File: src/oand_pkg.sv
// shared types, constants and tables for the adpcm nibble decoder
`timescale 1ns / 1ps
package oand_pkg;

   localparam int STEP_COUNT = 49;
   localparam int IDX_W      = 6;
   localparam int STEP_W     = 11;
   localparam int PRED_W     = 18;
   localparam int GAIN_W     = 14;
   localparam int SAMPLE_W   = 23;
   localparam int CSR_IDX_W  = 3;
   localparam int CSR_DATA_W = 14;

   localparam logic [IDX_W-1:0] STEP_MAX = IDX_W'(STEP_COUNT - 1);

   localparam logic [GAIN_W-1:0] GAIN_RESET = 14'd5948;
   localparam logic [7:0]        LEAK_MUL   = 8'd245;

   // ceil(2^25 / 3), exact floor(x / 3) for x below 2^25
   localparam logic [23:0] RECIP3   = 24'd11184811;
   localparam int          RECIP3_SH = 25;

   localparam logic [CSR_IDX_W-1:0] CSR_ENABLE      = 3'd0;
   localparam logic [CSR_IDX_W-1:0] CSR_VOLUME_GAIN = 3'd1;
   localparam logic [CSR_IDX_W-1:0] CSR_PAN_MODE    = 3'd2;
   localparam logic [CSR_IDX_W-1:0] CSR_RATE_RATIO  = 3'd3;
   localparam logic [CSR_IDX_W-1:0] CSR_SLOW_CLOCK  = 3'd4;

   localparam logic [1:0] PAN_BOTH  = 2'd0;
   localparam logic [1:0] PAN_LEFT  = 2'd1;
   localparam logic [1:0] PAN_RIGHT = 2'd2;

   localparam logic [1:0] RATIO_CLAMP = 2'd2;

   localparam logic [STEP_W-1:0] STEP_ROM [STEP_COUNT] = '{
      11'd16,   11'd17,   11'd19,   11'd21,   11'd23,   11'd25,   11'd28,
      11'd31,   11'd34,   11'd37,   11'd41,   11'd45,   11'd50,   11'd55,
      11'd60,   11'd66,   11'd73,   11'd80,   11'd88,   11'd97,   11'd107,
      11'd118,  11'd130,  11'd143,  11'd157,  11'd173,  11'd190,  11'd209,
      11'd230,  11'd253,  11'd279,  11'd307,  11'd337,  11'd371,  11'd408,
      11'd449,  11'd494,  11'd544,  11'd598,  11'd658,  11'd724,  11'd796,
      11'd876,  11'd963,  11'd1060, 11'd1166, 11'd1282, 11'd1411, 11'd1552
   };

   localparam logic signed [4:0] INDEX_MOVE [8] = '{
      -5'sd1, -5'sd1, -5'sd1, -5'sd1, 5'sd2, 5'sd4, 5'sd6, 5'sd8
   };

   typedef struct packed {
      logic                    enable;
      logic [GAIN_W-1:0]       volume_gain;
      logic [1:0]              pan_mode;
      logic [1:0]              rate_ratio;
      logic                    slow_clock;
   } cfg_type;

   typedef struct packed {
      logic capture;
      logic mul1;
      logic calc_next;
      logic mul2;
      logic calc_delta;
      logic div;
      logic fix;
      logic emit;
      logic nib;
   } cmd_type;

   typedef struct packed {
      logic out_free;
      logic run_end;
   } status_type;

endpackage

File: src/oand_channels.sv
// request, response and register write channels of the adpcm nibble decoder
`timescale 1ns / 1ps
interface oand_req_if;
   logic       valid;
   logic       ready;
   logic [7:0] adpcm_byte;
   logic       data_valid;
   modport source (output valid, output adpcm_byte, output data_valid, input ready);
   modport sink   (input valid, input adpcm_byte, input data_valid, output ready);
endinterface

interface oand_rsp_if;
   logic                                    valid;
   logic                                    ready;
   logic signed [oand_pkg::SAMPLE_W-1:0]    left_sample;
   logic signed [oand_pkg::SAMPLE_W-1:0]    right_sample;
   logic                                    last_of_run;
   modport source (output valid, output left_sample, output right_sample,
                   output last_of_run, input ready);
   modport sink   (input valid, input left_sample, input right_sample,
                   input last_of_run, output ready);
endinterface

interface oand_csr_if;
   logic                               valid;
   logic                               ready;
   logic [oand_pkg::CSR_IDX_W-1:0]     index;
   logic [oand_pkg::CSR_DATA_W-1:0]    data;
   modport source (output valid, output index, output data, input ready);
   modport sink   (input valid, input index, input data, output ready);
endinterface

File: src/oki_adpcm_nibble_decoder_top.sv
// top level of the adpcm nibble decoder
`timescale 1ns / 1ps
// Decodes one ADPCM byte per request, low nibble first, and returns a run of
// n interpolated stereo pairs per nibble (n = 4 - rate_ratio, doubled by
// slow_clock; rate_ratio 3 acts as 2), last_of_run marking the final pair of
// the byte. A request is taken only while the decoder is idle; each nibble
// passes through six sequencer steps (step lookup and leak multiply,
// predictor update, gain multiply, interpolation delta, two divide steps)
// and then emits one pair per cycle while the response side does not stall.
// With enable low a request is still taken and produces nothing.
// Register writes are accepted at any time but must only be issued while
// the decoder is idle.
module oki_adpcm_nibble_decoder_top (
   input logic          clock,
   input logic          reset,
   oand_req_if.sink     req_if,
   oand_rsp_if.source   rsp_if,
   oand_csr_if.sink     csr_if
);

   oand_pkg::cfg_type    cfg;
   oand_pkg::cmd_type    cmd;
   oand_pkg::status_type status;

   oand_csr u_csr (
      .clock     (clock),
      .reset     (reset),
      .csr_valid (csr_if.valid),
      .csr_ready (csr_if.ready),
      .csr_index (csr_if.index),
      .csr_data  (csr_if.data),
      .cfg       (cfg)
   );

   oand_ctrl u_ctrl (
      .clock     (clock),
      .reset     (reset),
      .enable    (cfg.enable),
      .req_valid (req_if.valid),
      .req_ready (req_if.ready),
      .status    (status),
      .cmd       (cmd)
   );

   oand_dpath u_dpath (
      .clock            (clock),
      .reset            (reset),
      .cfg              (cfg),
      .cmd              (cmd),
      .status           (status),
      .req_adpcm_byte   (req_if.adpcm_byte),
      .req_data_valid   (req_if.data_valid),
      .rsp_valid        (rsp_if.valid),
      .rsp_ready        (rsp_if.ready),
      .rsp_left_sample  (rsp_if.left_sample),
      .rsp_right_sample (rsp_if.right_sample),
      .rsp_last_of_run  (rsp_if.last_of_run)
   );

endmodule

File: src/oand_csr.sv
// configuration registers of the adpcm nibble decoder
`timescale 1ns / 1ps
module oand_csr (
   input  logic                               clock,
   input  logic                               reset,
   input  logic                               csr_valid,
   output logic                               csr_ready,
   input  logic [oand_pkg::CSR_IDX_W-1:0]     csr_index,
   input  logic [oand_pkg::CSR_DATA_W-1:0]    csr_data,
   output oand_pkg::cfg_type                  cfg
);

   oand_pkg::cfg_type cfg_ff;
   oand_pkg::cfg_type cfg_in;

   assign csr_ready = 1'b1;
   assign cfg       = cfg_ff;

   always_comb begin
      cfg_in = cfg_ff;
      if (csr_valid) begin
         case (csr_index)
            oand_pkg::CSR_ENABLE:      cfg_in.enable      = csr_data[0];
            oand_pkg::CSR_VOLUME_GAIN: cfg_in.volume_gain = csr_data[oand_pkg::GAIN_W-1:0];
            oand_pkg::CSR_PAN_MODE:    cfg_in.pan_mode    = csr_data[1:0];
            oand_pkg::CSR_RATE_RATIO:  cfg_in.rate_ratio  = csr_data[1:0];
            oand_pkg::CSR_SLOW_CLOCK:  cfg_in.slow_clock  = csr_data[0];
            default:                   cfg_in = cfg_ff;
         endcase
      end
   end

   always_ff @(posedge clock) begin
      if (reset) begin
         cfg_ff.enable      <= 1'b0;
         cfg_ff.volume_gain <= oand_pkg::GAIN_RESET;
         cfg_ff.pan_mode    <= oand_pkg::PAN_BOTH;
         cfg_ff.rate_ratio  <= 2'd0;
         cfg_ff.slow_clock  <= 1'b0;
      end else begin
         cfg_ff <= cfg_in;
      end
   end

endmodule

File: src/oand_ctrl.sv
// sequencer that walks each nibble through the decode datapath
`timescale 1ns / 1ps
module oand_ctrl (
   input  logic                  clock,
   input  logic                  reset,
   input  logic                  enable,
   input  logic                  req_valid,
   output logic                  req_ready,
   input  oand_pkg::status_type  status,
   output oand_pkg::cmd_type     cmd
);

   typedef enum logic [7:0] {
      ST_IDLE  = 8'b0000_0001,
      ST_MUL1  = 8'b0000_0010,
      ST_NEXT  = 8'b0000_0100,
      ST_MUL2  = 8'b0000_1000,
      ST_DELTA = 8'b0001_0000,
      ST_DIV   = 8'b0010_0000,
      ST_FIX   = 8'b0100_0000,
      ST_EMIT  = 8'b1000_0000
   } state_type;

   state_type state_ff, state_in;
   logic      nib_ff, nib_in;
   logic      req_take;

   assign req_ready = (state_ff == ST_IDLE);
   assign req_take  = req_valid && req_ready;

   always_comb begin
      cmd            = '0;
      cmd.nib        = nib_ff;
      cmd.capture    = req_take && enable;
      cmd.mul1       = (state_ff == ST_MUL1);
      cmd.calc_next  = (state_ff == ST_NEXT);
      cmd.mul2       = (state_ff == ST_MUL2);
      cmd.calc_delta = (state_ff == ST_DELTA);
      cmd.div        = (state_ff == ST_DIV);
      cmd.fix        = (state_ff == ST_FIX);
      cmd.emit       = (state_ff == ST_EMIT) && status.out_free;
   end

   always_comb begin
      state_in = state_ff;
      nib_in   = nib_ff;
      case (state_ff)
         ST_IDLE: begin
            if (req_take && enable) begin
               state_in = ST_MUL1;
               nib_in   = 1'b0;
            end
         end
         ST_MUL1:  state_in = ST_NEXT;
         ST_NEXT:  state_in = ST_MUL2;
         ST_MUL2:  state_in = ST_DELTA;
         ST_DELTA: state_in = ST_DIV;
         ST_DIV:   state_in = ST_FIX;
         ST_FIX:   state_in = ST_EMIT;
         ST_EMIT: begin
            if (status.out_free && status.run_end) begin
               if (nib_ff) begin
                  state_in = ST_IDLE;
               end else begin
                  state_in = ST_MUL1;
                  nib_in   = 1'b1;
               end
            end
         end
         default: state_in = ST_IDLE;
      endcase
   end

   always_ff @(posedge clock) begin
      if (reset) begin
         state_ff <= ST_IDLE;
         nib_ff   <= 1'b0;
      end else begin
         state_ff <= state_in;
         nib_ff   <= nib_in;
      end
   end

   // a request taken while disabled leaves the sequencer idle
   a_disabled_idle: assert property (@(posedge clock) disable iff (reset)
      (req_take && !enable) |=> (state_ff == ST_IDLE))
      else $error("disabled request started a decode");

   // the low nibble's run hands over to the high nibble
   a_low_to_high: assert property (@(posedge clock) disable iff (reset)
      (state_ff == ST_EMIT && status.out_free && status.run_end && !nib_ff)
      |=> (state_ff == ST_MUL1 && nib_ff))
      else $error("high nibble not started after low nibble run");

endmodule

File: src/oand_dpath.sv
// decode datapath: step table, leaky predictor, gain, interpolation and output register
`timescale 1ns / 1ps
module oand_dpath (
   input  logic                                  clock,
   input  logic                                  reset,
   input  oand_pkg::cfg_type                     cfg,
   input  oand_pkg::cmd_type                     cmd,
   output oand_pkg::status_type                  status,
   input  logic [7:0]                            req_adpcm_byte,
   input  logic                                  req_data_valid,
   output logic                                  rsp_valid,
   input  logic                                  rsp_ready,
   output logic signed [oand_pkg::SAMPLE_W-1:0]  rsp_left_sample,
   output logic signed [oand_pkg::SAMPLE_W-1:0]  rsp_right_sample,
   output logic                                  rsp_last_of_run
);

   localparam int PW = oand_pkg::PRED_W;
   localparam int SW = oand_pkg::SAMPLE_W;
   localparam int DW = SW + 1;
   localparam int MW = 2 * DW;
   localparam logic signed [PW-1:0] PRED_HI = {1'b0, {(PW-1){1'b1}}};
   localparam logic signed [PW-1:0] PRED_LO = {1'b1, {(PW-1){1'b0}}};

   // request capture
   logic [7:0] byte_ff;
   logic       dvalid_ff;

   // decode state
   logic [oand_pkg::IDX_W-1:0] step_index_ff, step_index_in;
   logic signed [PW-1:0]       pred_ff, pred_in;

   // stage registers
   logic signed [12:0]    diff_ff;
   logic signed [25:0]    pm245_ff;
   logic signed [31:0]    bprod_ff;
   logic signed [PW-1:0]  next_ff;
   logic signed [SW-1:0]  base_ff;
   logic signed [31:0]    tprod_ff;
   logic                  silent_ff;
   logic                  neg_ff;
   logic [DW-1:0]         mag_ff;
   logic [MW-1:0]         prod3_ff;
   logic signed [DW-1:0]  q0_ff;
   logic signed [4:0]     r0_ff;
   logic signed [DW-1:0]  acc_q_ff;
   logic signed [4:0]     acc_r_ff;
   logic [3:0]            k_ff;

   // output register
   logic                  out_valid_ff;
   logic signed [SW-1:0]  left_ff, right_ff;
   logic                  last_ff;

   logic [3:0]                 code;
   logic [oand_pkg::IDX_W-1:0] idx_c;
   logic [oand_pkg::STEP_W-1:0] step_c;
   logic [11:0]                dmag;
   logic signed [12:0]         diff_c;
   logic signed [6:0]          nidx_c;
   logic signed [PW:0]         sum_c;
   logic signed [PW-1:0]       next_c;
   logic signed [PW-1:0]       dec_c;
   logic signed [31:0]         gain_s;
   logic signed [SW-1:0]       target_c;
   logic signed [DW-1:0]       delta_c;
   logic [1:0]                 ratio_c;
   logic [3:0]                 n_c;
   logic [DW-1:0]              mag3_c;
   logic [DW-1:0]              q_c;
   logic [DW-1:0]              r_full;
   logic signed [4:0]          n5;
   logic signed [DW-1:0]       qs;
   logic signed [4:0]          rs;
   logic signed [DW-1:0]       v_c;
   logic signed [SW-1:0]       samp_c;

   assign gain_s = $signed({{(32 - oand_pkg::GAIN_W){1'b0}}, cfg.volume_gain});

   // run length per nibble
   always_comb begin
      ratio_c = (cfg.rate_ratio == 2'd3) ? oand_pkg::RATIO_CLAMP : cfg.rate_ratio;
      n_c     = 4'd4 - {2'b00, ratio_c};
      if (cfg.slow_clock) begin
         n_c = {n_c[2:0], 1'b0};
      end
   end

   // step lookup and index update
   always_comb begin
      code   = cmd.nib ? byte_ff[7:4] : byte_ff[3:0];
      idx_c  = (step_index_ff > oand_pkg::STEP_MAX) ? oand_pkg::STEP_MAX : step_index_ff;
      step_c = oand_pkg::STEP_ROM[idx_c];
      dmag   = 12'(step_c >> 3)
             + (code[0] ? 12'(step_c >> 2) : 12'd0)
             + (code[1] ? 12'(step_c >> 1) : 12'd0)
             + (code[2] ? 12'(step_c)      : 12'd0);
      diff_c = code[3] ? -$signed({1'b0, dmag}) : $signed({1'b0, dmag});
      nidx_c = $signed({1'b0, idx_c}) + 7'(oand_pkg::INDEX_MOVE[code[2:0]]);
      if (nidx_c < 0) begin
         step_index_in = '0;
      end else if (nidx_c > $signed({1'b0, oand_pkg::STEP_MAX})) begin
         step_index_in = oand_pkg::STEP_MAX;
      end else begin
         step_index_in = nidx_c[oand_pkg::IDX_W-1:0];
      end
   end

   // leaky predictor with saturation, then decay when data is missing
   always_comb begin
      sum_c = (PW+1)'(diff_ff) + (PW+1)'(pm245_ff >>> 8);
      if (sum_c > (PW+1)'(PRED_HI)) begin
         next_c = PRED_HI;
      end else if (sum_c < (PW+1)'(PRED_LO)) begin
         next_c = PRED_LO;
      end else begin
         next_c = sum_c[PW-1:0];
      end
      dec_c = next_ff;
      if (!dvalid_ff) begin
         if (next_ff < 0) begin
            dec_c = next_ff + PW'(1);
         end else if (next_ff > 0) begin
            dec_c = next_ff - PW'(1);
         end
      end
      pred_in = dec_c;
   end

   always_comb begin
      target_c = silent_ff ? '0 : SW'(tprod_ff >>> 9);
      delta_c  = DW'(target_c) - DW'(base_ff);
   end

   // quotient and remainder of |delta| / n
   always_comb begin
      mag3_c = (n_c == 4'd6) ? (mag_ff >> 1) : mag_ff;
      case (n_c)
         4'd2:    q_c = mag_ff >> 1;
         4'd4:    q_c = mag_ff >> 2;
         4'd8:    q_c = mag_ff >> 3;
         default: q_c = DW'(prod3_ff >> oand_pkg::RECIP3_SH);
      endcase
      r_full = mag_ff - DW'(q_c * {{(DW-4){1'b0}}, n_c});
   end

   // running quotient/remainder of delta*k/n, truncated toward zero
   always_comb begin
      n5 = $signed({1'b0, n_c});
      qs = acc_q_ff + q0_ff;
      rs = acc_r_ff + r0_ff;
      if (!neg_ff && rs >= n5) begin
         qs = qs + DW'(1);
         rs = rs - n5;
      end else if (neg_ff && rs <= -n5) begin
         qs = qs - DW'(1);
         rs = rs + n5;
      end
      v_c    = DW'(base_ff) + qs;
      samp_c = v_c[SW-1:0];
   end

   assign status.out_free = !out_valid_ff || rsp_ready;
   assign status.run_end  = (k_ff == (n_c - 4'd1));

   assign rsp_valid        = out_valid_ff;
   assign rsp_left_sample  = left_ff;
   assign rsp_right_sample = right_ff;
   assign rsp_last_of_run  = last_ff;

   always_ff @(posedge clock) begin
      if (reset) begin
         step_index_ff <= '0;
         pred_ff       <= '0;
         out_valid_ff  <= 1'b0;
      end else begin
         if (cmd.mul1) begin
            step_index_ff <= step_index_in;
         end
         if (cmd.mul2) begin
            pred_ff <= pred_in;
         end
         if (cmd.emit) begin
            out_valid_ff <= 1'b1;
         end else if (rsp_ready) begin
            out_valid_ff <= 1'b0;
         end
      end
   end

   always_ff @(posedge clock) begin
      if (cmd.capture) begin
         byte_ff   <= req_adpcm_byte;
         dvalid_ff <= req_data_valid;
      end
      if (cmd.mul1) begin
         diff_ff  <= diff_c;
         pm245_ff <= 26'(pred_ff) * $signed({18'd0, oand_pkg::LEAK_MUL});
         bprod_ff <= 32'(pred_ff) * gain_s;
      end
      if (cmd.calc_next) begin
         next_ff <= next_c;
         base_ff <= SW'(bprod_ff >>> 9);
      end
      if (cmd.mul2) begin
         tprod_ff  <= 32'(next_ff) * gain_s;
         silent_ff <= (pred_in >= -PW'(1)) && (pred_in <= PW'(1));
      end
      if (cmd.calc_delta) begin
         neg_ff <= delta_c < 0;
         mag_ff <= (delta_c < 0) ? DW'(-delta_c) : DW'(delta_c);
      end
      if (cmd.div) begin
         prod3_ff <= MW'(mag3_c) * MW'(oand_pkg::RECIP3);
      end
      if (cmd.fix) begin
         q0_ff    <= neg_ff ? -$signed(q_c) : $signed(q_c);
         r0_ff    <= neg_ff ? -$signed({1'b0, r_full[3:0]}) : $signed({1'b0, r_full[3:0]});
         acc_q_ff <= '0;
         acc_r_ff <= '0;
         k_ff     <= '0;
      end
      if (cmd.emit) begin
         acc_q_ff <= qs;
         acc_r_ff <= rs;
         k_ff     <= k_ff + 4'd1;
         left_ff  <= (cfg.pan_mode == oand_pkg::PAN_BOTH || cfg.pan_mode == oand_pkg::PAN_LEFT)
                     ? samp_c : '0;
         right_ff <= (cfg.pan_mode == oand_pkg::PAN_BOTH || cfg.pan_mode == oand_pkg::PAN_RIGHT)
                     ? samp_c : '0;
         last_ff  <= cmd.nib && status.run_end;
      end
   end

   // step index never leaves the table
   a_index_range: assert property (@(posedge clock) disable iff (reset)
      step_index_ff <= oand_pkg::STEP_MAX)
      else $error("step index beyond table");

   // interpolation remainder stays below the run length
   a_rem_range: assert property (@(posedge clock) disable iff (reset)
      cmd.emit |-> (acc_r_ff < $signed({1'b0, n_c}) && acc_r_ff > -$signed({1'b0, n_c})))
      else $error("interpolation remainder out of range");

endmodule
File: src/flat_wrapper.sv
// flat-port wrapper written by rule: the top's interface ports become plain ports
module oki_adpcm_nibble_decoder_top_flat 
  (clock, reset, req_if_valid, req_if_adpcm_byte, req_if_data_valid, req_if_ready, rsp_if_valid, rsp_if_left_sample, rsp_if_right_sample, rsp_if_last_of_run, rsp_if_ready, csr_if_valid, csr_if_index, csr_if_data, csr_if_ready);
  oand_req_if req_if_i ();
  oand_rsp_if rsp_if_i ();
  oand_csr_if csr_if_i ();
  input logic clock;
  input logic reset;
  input wire logic [$bits(req_if_i.valid)-1:0] req_if_valid;
  input wire logic [$bits(req_if_i.adpcm_byte)-1:0] req_if_adpcm_byte;
  input wire logic [$bits(req_if_i.data_valid)-1:0] req_if_data_valid;
  output wire logic [$bits(req_if_i.ready)-1:0] req_if_ready;
  output wire logic [$bits(rsp_if_i.valid)-1:0] rsp_if_valid;
  output wire logic [$bits(rsp_if_i.left_sample)-1:0] rsp_if_left_sample;
  output wire logic [$bits(rsp_if_i.right_sample)-1:0] rsp_if_right_sample;
  output wire logic [$bits(rsp_if_i.last_of_run)-1:0] rsp_if_last_of_run;
  input wire logic [$bits(rsp_if_i.ready)-1:0] rsp_if_ready;
  input wire logic [$bits(csr_if_i.valid)-1:0] csr_if_valid;
  input wire logic [$bits(csr_if_i.index)-1:0] csr_if_index;
  input wire logic [$bits(csr_if_i.data)-1:0] csr_if_data;
  output wire logic [$bits(csr_if_i.ready)-1:0] csr_if_ready;
  assign req_if_i.valid = req_if_valid;
  assign req_if_i.adpcm_byte = req_if_adpcm_byte;
  assign req_if_i.data_valid = req_if_data_valid;
  assign req_if_ready = req_if_i.ready;
  assign rsp_if_valid = rsp_if_i.valid;
  assign rsp_if_left_sample = rsp_if_i.left_sample;
  assign rsp_if_right_sample = rsp_if_i.right_sample;
  assign rsp_if_last_of_run = rsp_if_i.last_of_run;
  assign rsp_if_i.ready = rsp_if_ready;
  assign csr_if_i.valid = csr_if_valid;
  assign csr_if_i.index = csr_if_index;
  assign csr_if_i.data = csr_if_data;
  assign csr_if_ready = csr_if_i.ready;
  oki_adpcm_nibble_decoder_top u_core (.clock(clock), .reset(reset), .req_if(req_if_i), .rsp_if(rsp_if_i), .csr_if(csr_if_i));
endmodule
File: config.mk
export PLATFORM = sky130hd
export DESIGN_NAME = oki_adpcm_nibble_decoder_top_flat
export DESIGN_NICKNAME = d
export VERILOG_FILES = /design/src/oand_pkg.sv /design/src/oand_channels.sv /design/src/oki_adpcm_nibble_decoder_top.sv /design/src/oand_csr.sv /design/src/oand_ctrl.sv /design/src/oand_dpath.sv /design/src/flat_wrapper.sv
export SDC_FILE = /design/constraint.sdc
export NUM_CORES = 2
export LEC_CHECK = 0
export BUFFER_PORTS_ARGS = -buffer_cell sky130_fd_sc_hd__buf_2
export CORE_ASPECT_RATIO = 0.8
export CORE_MARGIN = 10
export CORE_UTILIZATION = 55
export CTS_BUF_LIST = sky130_fd_sc_hd__clkbuf_16
export DETAILED_ROUTE_END_ITERATION = 10
export GPL_TIMING_DRIVEN = 1
export PLACE_DENSITY = 0.71
export SKIP_CTS_REPAIR_TIMING = 1
export SKIP_LAST_GASP = 1
export SLEW_MARGIN = 20
export SYNTH_ARGS = -nofsm -noshare
export SYNTH_HDL_FRONTEND = slang
export SYNTH_SLANG_ARGS = --single-unit
File: constraint.sdc
create_clock -name clock -period 10.75 [get_ports clock]
set_clock_uncertainty 0.1 [all_clocks]
set_input_delay 0.5375 -clock clock [delete_from_list [all_inputs] [get_ports clock]]
set_output_delay 0.5375 -clock clock [all_outputs]
set_load 0.02 [all_outputs]
; Word-level counts from Yosys, hierarchy flattened
; Memory sizes are Yosys's and may differ from the RTL's.
; Index checks and enable logic that the tools add are counted.
; Widths: inputs -> output; s select.
[word_totals]
reg_bits = 390
rom_bits = 744
input_bits = 31
out_inout_bits = 50
word_cells = 169
memories = 2
[mem_list]
columns = memory, depth, width, rd, rd_clocked_by_memory_dff, wr, line
row1 = (no name shown), 64, 11, 1, 0, 0, oand_dpath.sv:93  ; step_c = oand_pkg::STEP_ROM[idx_c];
row2 = (no name shown), 8, 5, 1, 0, 0, oand_dpath.sv:99  ; nidx_c = $signed({1'b0, idx_c}) + 7'(oand_pkg::INDEX_MOVE[code[2:0]]);
[op_classes]
n_addsub = 24
n_mul = 5
order_cmp = 14
n_eq_ne = 22
muxes = 43
bitwise_logic = 2
reduce_logical = 25
[op_table]
columns = op, n
row1 = $mux 24, 7
row2 = $mux 18, 4
row3 = $pmux 23 s3, 1
row4 = $mul 18x15->32, 2
row5 = $pmux 8 s8, 1
row6 = $mul 24x24->48 const B, 1
row7 = $neg 24->24, 2
row8 = $mux 11, 3
row9 = $mux 5, 6
row10 = $mul 18x9->26 const B, 1
row11 = $add 24x2->24 const B, 1
row12 = $add 24x24->24, 1
row13 = $lt 24x1->1 const B, 1
row14 = $sub 23x23->24, 1
row15 = $sub 24x2->24 const B, 1
row16 = $add 23x23->23, 1
row17 = $mul 23x4->4, 1
row18 = $mux 23, 1
row19 = $mux 4, 5
row20 = $add 13x18->19, 1
row21 = $gt 19x18->1 const B, 1
row22 = $lt 19x18->1 const B, 1
row23 = $add 18x2->18 const B, 1
row24 = $ge 18x1->1 const B, 1
row25 = 59 further kinds, 89

; Logic depth before layout (Yosys ltp)
[logic_depth]
ltp_word = 12
mapped_depth = 38

; Modules after synthesis
; From an unflattened synthesis, not the netlist that was laid out.
[hier_totals]
hier_cells = 5638
area_unflattened_um2 = 53386.2
[modules_own_cells]
columns = mod, instances, cells_per_inst, area_per_inst_um2, seq_area_each_um2
row1 = oand_dpath, 1, 5493, 51968.6, 8998.6
row2 = oand_csr, 1, 86, 880.8, 400.4
row3 = oand_ctrl, 1, 59, 536.8, 180.2

; Least setup slack after synthesis
; OpenSTA, ideal clock, no wires.
[synth_path]
kind = register to register
start = register u_core.u_csr.cfg_ff, in the netlist u_core.u_csr.cfg[2]
end = register u_core.u_dpath.prod3_ff[41] (data pin)
setup_ns = 0.259
arrival_time_ns = 9.005
required_time_ns = 10.391
setup_slack_ns = 1.386
stages_incl_launch_ff = 36
period_less_slack_ns = 9.364
path_cell_list = dfxtp_1 -> clkbuf_2 -> buf_2 -> inv_1 -> nand2_1 -> buf_2 -> buf_1 -> clkbuf_1 -> o21ai_0 -> ha_1 -> nand2_1 -> clkbuf_1 -> mux2_2 -> ha_1 -> inv_1 -> fa_1 -> fa_1 -> fa_1 -> fa_1 -> inv_1 -> fa_1 -> inv_1 -> fa_1 -> inv_1 -> ha_1 -> and4_1 -> and2_1 -> a41o_1 -> o31ai_1 -> a21o_1 -> a21oi_1 -> o31a_1 -> o21a_1 -> o21ai_1 -> a21boi_0 -> o31a_1
[synth_via]
elab_chain_len = 7
[synth_rtl]
columns = item, line
row1 = start: declaration, oand_csr.sv:13  ; oand_pkg::cfg_type cfg_ff;
row2 = start signal: assignment, oand_csr.sv:41  ; cfg_ff <= cfg_in;
row3 = $eq 2x2->1, oand_dpath.sv:82  ; ratio_c = (cfg.rate_ratio == 2'd3) ? oand_pkg::RATIO_CLAMP : cfg.rate_ratio;
row4 = $mux 2 (*), oand_dpath.sv:82
row5 = $sub 3x2->4 (*), oand_dpath.sv:83  ; n_c = 4'd4 - {2'b00, ratio_c};
row6 = $mux 4 (*), oand_dpath.sv:84  ; if (cfg.slow_clock) begin
row7 = $eq 4x3->1 (*), oand_dpath.sv:137  ; mag3_c = (n_c == 4'd6) ? (mag_ff >> 1) : mag_ff;
row8 = $mux 24 (*), oand_dpath.sv:137
row9 = $mul 24x24->48 (*), oand_dpath.sv:214  ; prod3_ff <= MW'(mag3_c) * MW'(oand_pkg::RECIP3);
row10 = end signal: assignment, oand_dpath.sv:214
row11 = end: declaration, oand_dpath.sv:43  ; logic [MW-1:0] prod3_ff;
; Mark *: on every way between the ends. The rest lies on a longest branch, timed or not.
; A chain may end at the register's enable or synchronous reset.

; Worst setup path in the final report
; Same ends and word-level chain as after synthesis.

==> flow_summary.toml <==
[sta]
period_needed_ns = 9.90
holdWs_ns = 0.0153
fin_ws_ns = 0.846
slew_viol_final = 0
clock.fmax_mhz = 101
fin_tns_setup_ns = 0
rsz0062_at_grt = "false"
setup_violations = 0
worst_pin_slew_ns = 1.10
slew_headroom_pct = 26.3
hold_viol_final = 0
period_share_pct = 92.1

[drt]
wl_um = 130000
dr.pass1.iters = 8
vias = 37942
ant_nets = 0
wl_per_cell_um = 19.0
drt_iter0_markers = 2927
drc = 0
vias_per_cell = 5.53

[synth]
synth_most_common_cell = "inv_1"
ys_seq_elements = 337
synth_top_family_by_area = "adder cells"
ys_top_cells_by_area = "fa_1 (30%), edfxtp_1 (16%), ha_1 (15%)"
synth_warnings = 0
synth_fp_nets = 6982
synthFlopType = "edfxtp_1"
syn_inst = 5549
synth_compound_area_share_pct = 8.28
synth_edf_count = 283
yosys.area.top_type = "fa_1"
synth_commonest_cells = "inv_1 (1150), fa_1 (786), ha_1 (616)"
netlist_area_sq_um = 52800
synthMuxAreaShare_pct = 1.08
seq_area_frac_synth_pct = 18.1
syn_area_per_cell_sq_um = 9.52
synth_xor_area_share_pct = 4.81
synthDominantCellAreaShare_pct = 29.8
yosysUniqueCellTypes = 93
synth-async-reset-ratio_pct = 0
synth-simple-area-share_pct = 13.8
synth_fa_ha_area_share_pct = 44.4

[floorplanning]
io_pins = 81
die-area_sq_um = 109000
die_y_um = 297
start_util_pct = 55.5
dieWidth_um = 367
core_area_sq_um = 95200
num_rows = 101

[critical_path]
r2r_slack_ns = 0.85
critPathMostFrequentCell = "inv_1"
crit_type = "reg2reg"
r2r_cells = 33
slowest_stage = "o31ai_1"
r2r-start = "u_core.u_csr.cfg[2]"
worstSetupEndpointType = "register"
crit_fanout = 37
start_kind = "register"
arrival_ns = 10.13
critPathLaunch = "u_core.u_csr.cfg[2]"
cpPeakStageDelay_ns = 0.66
rr_endpoint = "u_core.u_dpath.prod3_ff[41]"
crit_path_end = "u_core.u_dpath.prod3_ff[41]"
required_ns = 10.98

[pwr]
pwr-share-clk_pct = 23.1
power_mw = 6.35
pwr-share-seq_pct = 24.4
power.internal_mw = 3.73
swShare_pct = 41.2
p_comb_share_pct = 52.5
leakage_nw = 27.0
p_sw_mw = 2.62
peakVddDrop_mv = 0.172
power.density_nw_per_um2 = 114

[clock_network]
clk_pin_slew_ns = 0.06
ctsHtreeMaxLevel = 2
clkSinkCount = 337
cts-buffers-inserted = 40
worstSkewPairLatency_ns = 0.62
cts-root-buf = "clkbuf_16"
cts_tree = "yes"
cts_buffer_depth = 3

[grt]
first_global_vias = 39384
grt_max_degree = 69
overflow = 0
grt_use_total_pct = 24.3
antenna_found_initial = 3
grt_pass1_wl_um = 214000

[placement]
dp.cells = 6784
io_buffers = 79
pre_cts_slack_ns = 0.765
dpl.hpwl_um = 106000
gp_congestion = 0.982

[layout]
fin_nets = 6972
area_growth_pct = 5.84
antenna_cells = 0
fin_cells = 6856
drive_gt1_share_pct = 4.67

[run_status]
run_status = "finished clean"

[hold_path]
hold_path_startpoint = "csr_if_data[2]"
hold_path_class = "in2reg"
hold_path_depth = 2

[job]
drv_cap = 0
[routing by layer]
layer	global-route usage (%)	share of wire (%)
met1	34.8	45
met2	37.3	44
met3	5.15	8.9
met4	5.99	2.4
met5	0	0
[layout make-up]
cell class	instances	area, sq um
fillers	8193	39200
multi-input cells	3880	38300
repair buffers	125	741
clock buffers	41	1030
inverters	1155	4340
clock inverters	31	364
well taps	1287	1610
flip-flops and latches	337	9580
[sequential cells by signal (all words and copies together), names as in the netlist, 13 cells and up]
register and flops:
u_core.u_dpath.rsp_right_sample 23, u_core.u_dpath.mag_ff 24, u_core.u_dpath.bprod_ff 23, u_core.u_dpath.rsp_left_sample 23
u_core.u_dpath.prod3_ff 23, u_core.u_dpath.acc_q_ff 23, u_core.u_dpath.diff_ff 13, u_core.u_dpath.next_ff 18
u_core.u_dpath.q0_ff 23, u_core.u_dpath.pm245_ff 18, u_core.u_dpath.base_ff 23, u_core.u_dpath.tprod_ff 23
u_core.u_csr.cfg 20, u_core.u_dpath.pred_ff 18
[power by group through the flow]
| stage | clock, mW | sequential [mW] | combinational [mW] |
|---|---|---|---|
| detailed placement | 0 | 1.58 | 3.27 |
| global placement | 0 | 1.58 | 3.20 |
| CTS | 1.50 | 1.55 | 3.30 |
| global route | 1.55 | 1.55 | 3.77 |
| finish | 1.47 | 1.55 | 3.33 |
| floorplan | 0 | 1.57 | 2.28 |
[layout by cell type, fill, tap and decap left out, types with 12 or more instances in the layout]
cell / count
a211o_1: 14
a211oi_1: 32
a21o_1: 81
a21oi_1: 200
a22oi_1: 12
a31oi_1: 39
and2_1: 301
and3_1: 39
buf_2: 79
buf_4: 46
clkbuf_16: 41
clkinv_1: 12
dfxtp_1: 53
edfxtp_1: 283
fa_1: 786
ha_1: 616
inv_1: 1155
mux2_2: 32
mux2i_1: 19
nand2_1: 428
nand2b_1: 33
nand3_1: 58
nand3b_1: 16
nand4_1: 31
nor2_1: 306
nor2b_1: 66
nor3_1: 80
nor4_1: 12
o21a_1: 29
o21ai_0: 104
o21bai_1: 26
o22ai_1: 12
o31ai_1: 15
or2_2: 12
or3_1: 26
xnor2_1: 207
xor2_1: 83
[cell families (layout without fill, tap and decap cells)]
| kind of cell | after synthesis | in the layout |
|---|---|---|
| other | 2 | 2 |
| muxes | 52 | 52 |
| AOI/OAI and AO/OA | 672 | 672 |
| DFF | 337 | 337 |
| buffers and inverters | 1332 | 1352 |
| and+or+nand+nor | 1459 | 1459 |
| xor gates and xnor gates | 290 | 290 |
| adders and majority gates | 1405 | 1405 |
[worst min-delay path by stage]
stage,end
2_1_floorplan,u_core.u_dpath.base_ff[0]
3_3_place_gp,u_core.u_dpath.base_ff[5]
3_5_place_dp,u_core.u_dpath.base_ff[11]
4_1_cts,u_core.u_dpath.byte_ff[0]
5_1_grt,u_core.u_dpath.byte_ff[5]
6_report,u_core.u_csr.cfg[7]
[metrics by stage]
step / instance area [sq um] / util [%]
floorplan: 52800 / -
global placement: 54500 / 57.3
detailed placement: 54500 / 57.3
CTS: 55900 / 58.8
global route: 55900 / 58.8
finish: 55900 / 58.8
[worst max-delay path, delay by kind of cell, from the launching register on]
kind                     cells  cell delay (ns)
adder cells (fa/ha/maj)      9             3.81
AO/OA/AOI/OAI               10             2.69
buffers and inverters        9             1.45
AND/OR/NAND/NOR              4             0.83
multiplexers                 1             0.40
flip-flops                   1             0.31
(Power assumes the default switching activity.)
